--- config.mk ---
export PLATFORM = sky130hd
export DESIGN_NAME = kca_div
export DESIGN_NICKNAME = d
export VERILOG_FILES = /design/src/rtl/core/kca_pkg.sv /design/src/rtl/core/kca_div.sv
export SDC_FILE = /design/constraint.sdc
export NUM_CORES = 2
export LEC_CHECK = 0
export BUFFER_PORTS_ARGS = -buffer_cell sky130_fd_sc_hd__buf_2
export CAP_MARGIN = 20
export CORE_ASPECT_RATIO = 0.6
export CORE_MARGIN = 4
export CORE_UTILIZATION = 60
export DETAILED_ROUTE_END_ITERATION = 7
export GPL_TIMING_DRIVEN = 0
export MAX_ROUTING_LAYER = met4
export PLACE_DENSITY_LB_ADDON = 0.1
export RECOVER_POWER = 50
export SYNTH_ARGS = -nofsm -noshare
export SYNTH_HDL_FRONTEND = slang
export SYNTH_SLANG_ARGS = --single-unit
--- constraint.sdc ---
create_clock -name clk -period 6.3 [get_ports clk]
set_input_delay 0 -clock clk [delete_from_list [all_inputs] [get_ports clk]]
set_output_delay 0 -clock clk [all_outputs]
set_load 0.01 [all_outputs]
--- src/rtl/core/kca_pkg.sv ---
// ----------------------------------------------------------------------------
// kca_pkg
// Shared types and constants of the keyframe color animator.
// ----------------------------------------------------------------------------
package kca_pkg;

    localparam int DivStages   = 32;
    localparam int DivWidth    = 32;
    localparam int DvsWidth    = 17;
    localparam int RandomShift = 6;

    // floor(x / 100) == (x * PctRecip) >> PctShift for every x below 2**23.
    localparam logic [23:0] PctRecip = 24'd10737419;
    localparam int          PctShift = 30;

    localparam logic [2:0] RegRepeat  = 3'd0;
    localparam logic [2:0] RegRandom  = 3'd1;
    localparam logic [2:0] RegKey2Pct = 3'd2;
    localparam logic [2:0] RegKey3Pct = 3'd3;
    localparam logic [2:0] RegKey4Pct = 3'd4;
    localparam logic [2:0] RegKey0Rgb = 3'd5;
    localparam logic [2:0] RegKey1Rgb = 3'd6;
    localparam logic [2:0] RegKey2Rgb = 3'd7;

    typedef struct packed {
        logic [7:0]  repeat_count;
        logic        random_start;
        logic [6:0]  key2_percent;
        logic [6:0]  key3_percent;
        logic [6:0]  key4_percent;
        logic [47:0] key0_rgb;
        logic [47:0] key1_rgb;
        logic [47:0] key2_rgb;
    } cfg_t;

endpackage

--- src/rtl/core/kca_div.sv ---
// ----------------------------------------------------------------------------
// kca_div
// Pipelined restoring divider, one quotient bit per stage, unsigned.
// ----------------------------------------------------------------------------
module kca_div
(
    input  logic                              clk,
    input  logic                              en,
    input  logic [kca_pkg::DivWidth-1:0]      dividend,
    input  logic [kca_pkg::DvsWidth-1:0]      divisor,
    output logic [kca_pkg::DivWidth-1:0]      quotient,
    output logic [kca_pkg::DvsWidth-1:0]      remainder
);

    logic [kca_pkg::DvsWidth-1:0] rem_reg  [kca_pkg::DivStages];
    logic [kca_pkg::DivWidth-1:0] work_reg [kca_pkg::DivStages];
    logic [kca_pkg::DvsWidth-1:0] dvs_reg  [kca_pkg::DivStages];
    logic [kca_pkg::DvsWidth-1:0] rem_next [kca_pkg::DivStages];
    logic [kca_pkg::DivWidth-1:0] work_next[kca_pkg::DivStages];

    always_comb
    begin
        logic [kca_pkg::DvsWidth-1:0] rem_in;
        logic [kca_pkg::DivWidth-1:0] work_in;
        logic [kca_pkg::DvsWidth-1:0] dvs_in;
        logic [kca_pkg::DvsWidth:0]   shifted;
        logic                         ge;
        for (int i = 0; i < kca_pkg::DivStages; i++)
        begin
            if (i == 0)
            begin
                rem_in  = '0;
                work_in = dividend;
                dvs_in  = divisor;
            end
            else
            begin
                rem_in  = rem_reg[i-1];
                work_in = work_reg[i-1];
                dvs_in  = dvs_reg[i-1];
            end
            shifted      = {rem_in, work_in[kca_pkg::DivWidth-1]};
            ge           = shifted >= {1'b0, dvs_in};
            rem_next[i]  = ge ? kca_pkg::DvsWidth'(shifted - {1'b0, dvs_in})
                              : shifted[kca_pkg::DvsWidth-1:0];
            work_next[i] = {work_in[kca_pkg::DivWidth-2:0], ge};
        end
    end

    always_ff @(posedge clk)
    begin
        if (en)
        begin
            for (int i = 0; i < kca_pkg::DivStages; i++)
            begin
                rem_reg[i]  <= rem_next[i];
                work_reg[i] <= work_next[i];
                dvs_reg[i]  <= (i == 0) ? divisor : dvs_reg[(i == 0) ? 0 : i-1];
            end
        end
    end

    assign quotient  = work_reg[kca_pkg::DivStages-1];
    assign remainder = rem_reg[kca_pkg::DivStages-1];

endmodule
* After elaboration in Yosys (flattened, before gate mapping)
Memories as Yosys holds them, arrays and structs flattened. Index checks and enable logic that the tools add are counted.
Word-level totals: input bits 51, register bits after elaboration 0, memory bits (writable) 2112, memories kept 3
Memory list:
- work_reg | depth 32, bits a word 32, rd ports 32, clocked after Yosys merged registers in 0, write ports 32, RTL line kca_div.sv:16 | logic [kca_pkg::DivWidth-1:0] work_reg [kca_pkg::DivStages];
- dvs_reg | depth 32, bits a word 17, rd ports 31, clocked after Yosys merged registers in 0, write ports 32, RTL line kca_div.sv:17 | logic [kca_pkg::DvsWidth-1:0] dvs_reg [kca_pkg::DivStages];
- rem_reg | depth 32, bits a word 17, rd ports 32, clocked after Yosys merged registers in 0, write ports 32, RTL line kca_div.sv:15 | logic [kca_pkg::DvsWidth-1:0] rem_reg [kca_pkg::DivStages];
Operators by class: magnitude comparators 32, mux-type cells 34, add/subtract/negate cells 32
Operators with widths (count):
- $ge A18 B17 Y1 | 31
- $mux W17 | 32
- $sub A17 B17 Y17 | 31
- $ge A1 B17 Y1 | 1
- $sub A1 B17 Y17 | 1
- $mux W1 | 2

* Logic depth before layout (Yosys ltp)
word-level depth 2, gate-level depth with buffers 14, gate-level depth less buffers 12

* Least setup slack after synthesis
OpenSTA, ideal clock, no wires.
path type register -> register, start point memory work_reg[1][447] (netlist name), end point memory rem_reg[1][246] (netlist name), data pin, library setup time 0.260 ns, data arrival time 2.920 ns, cell stages (with the launch flop) 14, period minus slack after synthesis 3.181 ns, slack 3.119 ns, required time 6.040 ns, path buffers 1, cells stage by stage edfxtp_1 > inv_1 > ha_1 > inv_1 > fa_1 > a211oi_1 > o21bai_1 > a21oi_2 > o21ai_2 > nor2_2 > nor4b_2 > a2111oi_4 > buf_6 > mux2_4
RTL lines (RTL line):
- from (decl) | kca_div.sv:16
- to (decl) | kca_div.sv:15

==> results by stage <==
Timing:
- Setup violations remaining at the end of the flow were counted as 0.
- The count of final max-slew check failures came to 366.
- The part of the cycle the worst path needs is 0.8065.
- The number of hold violations in the final report is 0.
- Measured against its own limit, the worst slew margin works out to -2.142.
- The slew at the pin closest to its max-slew limit is 4.713 ns.
- Setup repair after global routing left no endpoint under its margin.
- The smallest clock period supported by the final layout is computed as 5.081 ns.
- The worst-case clock skew is 0.05165 ns.
- The maximum operating frequency is 196.8 MHz.
- Setup total negative slack on the finished layout was measured at 0 ns.

Floorplanning:
- The count of standard-cell rows is 112.
- The die is 316.2 µm tall.
- The number of primary I/O pins is 100.
- The initial utilization of the core area, before any placement, comes to 0.6073.
- The area of the die is 0.1649 mm².
- The floorplan step defined a core boundary enclosing 0.1564 mm².
- The die is 521.6 µm wide.

Finish:
- The register with the most flip-flops in the layout has 1,024 of them.
- Of the cells placed in the final design, the portion with a size suffix greater than 1 is 0.08255.
- The sequential cells in the finished layout cover a total of 0.06291 mm².
- In the final layout, the multi-input gates occupy 0.02873 mm².
- From synthesis to final layout, the design area changed by 11.15%.
- The number of standard cells in the final layout excluding fillers is 9,596.
- Fill cells in the final layout number 11,080.
- At the end of the flow, the number of nets in the layout was 7,951.

Synth:
- Of the synthesized area, sequential elements account for 0.6624.
- The total number of yosys warnings is 0.
- Counting instances in the post-synthesis netlist gives the leading cell types as 2,095 x edfxtp_1, 664 x inv_1, 529 x ha_1, 519 x o21ai_0, 492 x nand2_1.
- The library cell with the largest summed area after synthesis is edfxtp_1.
- The net count of the mapped netlist is 7,541.
- The most common flop cell mapped by yosys is edfxtp_1.
- The share of the synthesized area in the top cell type is 0.6624.
- The mean instance size in the synthesized netlist is 13.71 µm².
- The most frequent cell after synthesis is edfxtp_1.
- In this run, synthesis inferred 2,095 flip-flops with an integrated enable.
- The netlist uses 86 different library cells.
- Ranked by total cell area, the synthesized netlist is headed by edfxtp_1 66%, ha_1 7.0%, o21ai_0 2.7%.
- The number of flip-flops and latches in the synthesized netlist is 2,095.
- The share of flip-flops with an asynchronous set or reset after synthesis is 0.
- The cell count after synthesis is 6,930.
- The area of the mapped netlist is 0.09498 mm².

Route:
- The final route contains 56,110 vias.
- Dividing the detail-routed via count by the number of cells gives 5.847.
- Dividing the detail-routed wire length by the instance count gives 20.68 µm.
- The first TritonRoute pass finished after 6 iterations.
- The total DRC errors in the routed layout is 0.
- The first-iteration detailed-routing DRC count is 6,896.
- The total routed wirelength is 198.4 mm.
- The post-route antenna net violation count is 0.

Worst setup path:
- STA classifies the critical path startpoint as a flop.
- STA classifies the critical path endpoint as a flop.
- The critical path is of the reg -> reg type.
- The required time of the worst setup path is 6.86 ns.
- The maximum fanout along the worst path is 10.
- The critical path data arrival time is 5.64 ns.

CTS:
- For this design, the CTS-stage hold fixing added 98 buffers.
- The number of sinks driven by the clock tree is 2,095.
- CTS placed an instance of clkbuf_16 at the clock tree root.
- The deepest level of the CTS H-tree is 4.
- TritonCTS built the clock tree.
- The clock passes through at most 4 buffers.
- Clock-pin slew was measured on the worst setup and hold paths at 0.07 ns.
- The number of buffers created by CTS is 192.
- The number of setup buffers added after CTS is 0.
- The number of gates resized after cts is 0.
- Clock latency on the worst-skew pair, taken at its later pin, is 0.84 ns.

Hold path:
- In this run the worst hold path is classified as in -> reg.

Global route:
- The initial antenna violation count is 6.
- The pin count of the biggest net entering global routing is 186.
- The number of global-route vias before repair is 52,370.
- The all-layer global routing usage is 0.2457.
- The first global-routing pass estimated 306.2 mm of wire.
- The overall overflow remaining after global route is 0.

Power:
- In this run the power density over the cells is 491.4 mW/mm².
- IR analysis of the VDD net gives a maximum drop of 0.0002782 V.
- Summed over all cells, the static leakage comes to 40.37 nW.

Placement:
- The congestion estimate from routability-driven global placement came to 0.9439.
- The detailed placer's ending HPWL is 140.5 mm.
- The cell count after placement is 9,154.
- The number of I/O port buffers is 99.

Run status:
- The run finished, with violations left.
- The final reports fail on capacitance limit, slew limit.

Run:
- Across the run, the number of max-cap violations was 2.
-- cell type report --
cell class | instances | share of cell area
Sequential cell | 2095 | 0.5959
Clock inverter | 119 | 0.01184
Timing Repair Buffer | 216 | 0.01653
Tap cell | 2109 | 0.02499
Inverter | 665 | 0.02364
Antenna cell | 1 | 0.00002370
Buffer | 159 | 0.007976
Clock buffer | 221 | 0.04694
Multi-Input combinational cell | 4011 | 0.2721
-- layout by cell type, fill, tap and decap left out, types with 79 or more instances in the layout --
cell type | synthesis | routed
mux2_2 | 162 | 162
dlygate4sd3_1 | 0 | 98
ha_1 | 529 | 529
xor2_1 | 182 | 182
inv_1 | 664 | 664
nand2_1 | 492 | 492
clkbuf_16 | 0 | 194
nor2_1 | 281 | 281
clkbuf_1 | 83 | 173
nand2b_1 | 79 | 79
o21ai_0 | 519 | 519
xnor2_1 | 226 | 226
edfxtp_1 | 2095 | 2095
a21oi_1 | 439 | 439
a21o_1 | 157 | 157
-- layer usage --
layer	global-route usage	share of wire	wire length, µm	vias to the layer above
li1	-	-	-	26520
met1	0.4185	0.52	102600	27260
met2	0.2870	0.36	71810	2090
met3	0.06715	0.11	21310	243
met4	0.04068	0.014	2772	0
met5	-	0	0	-
-- cell families after synthesis --
family	count (synthesis)	share of synthesized area
AO/OA/AOI/OAI	1589	0.1031
XOR/XNOR	408	0.03762
adder cells (fa/ha/maj)	560	0.07622
buffers and inverters	824	0.03515
flip-flops	2095	0.6624
multiplexers	199	0.02383
AND/OR/NAND/NOR	1255	0.06177
-- per-stage QoR --
step           hold WS [ns]  power (mW)  utilization  setup slack (ns)  instance area [µm²]
2_1_floorplan       0.09887       34.05            -             3.119                94980
3_3_place_gp         0.1764       40.07       0.6274            -27.34                98110
3_5_place_dp         0.1781       39.70       0.6297             1.572                98480
4_1_cts             0.06868       51.63       0.6757             1.516               105700
5_1_grt              0.1483       54.97       0.6751            0.9788               105600
6_report             0.1301       51.88       0.6751             1.219               105600
-- report_power, final --
| part | switching (mW) | internal [mW] |
|---|---|---|
| Sequential | 1.48 | 19.2 |
| Combinational | 11.7 | 7.89 |
| Clock | 5.06 | 6.60 |
-- worst max-delay path: stages, from the launching register on --
cell,delay (ns)
edfxtp_1,0.41
inv_1,0.07
ha_1,0.19
inv_1,0.07
fa_1,0.44
a211oi_1,0.39
o21ai_1,0.17
a21oi_1,0.56
o31a_1,0.39
nor4_1,0.10
nor4_2,0.98
clkbuf_1,0.74
nand2_1,0.10
o21ai_0,0.22
-- final timing paths --
path | startpoint | slack (ns) | cells past startpoint | to
worst max-delay path | work_reg[1][191] | 1.22 | 13 | rem_reg[1][114]
worst min-delay path | dividend[31] | 0.13 | 4 | rem_reg[0][0]
worst max register to register | work_reg[1][191] | 1.22 | 13 | rem_reg[1][114]
worst min register to register | work_reg[0][484] | 0.40 | 0 | work_reg[1][5]
(Power assumes the default switching activity.)
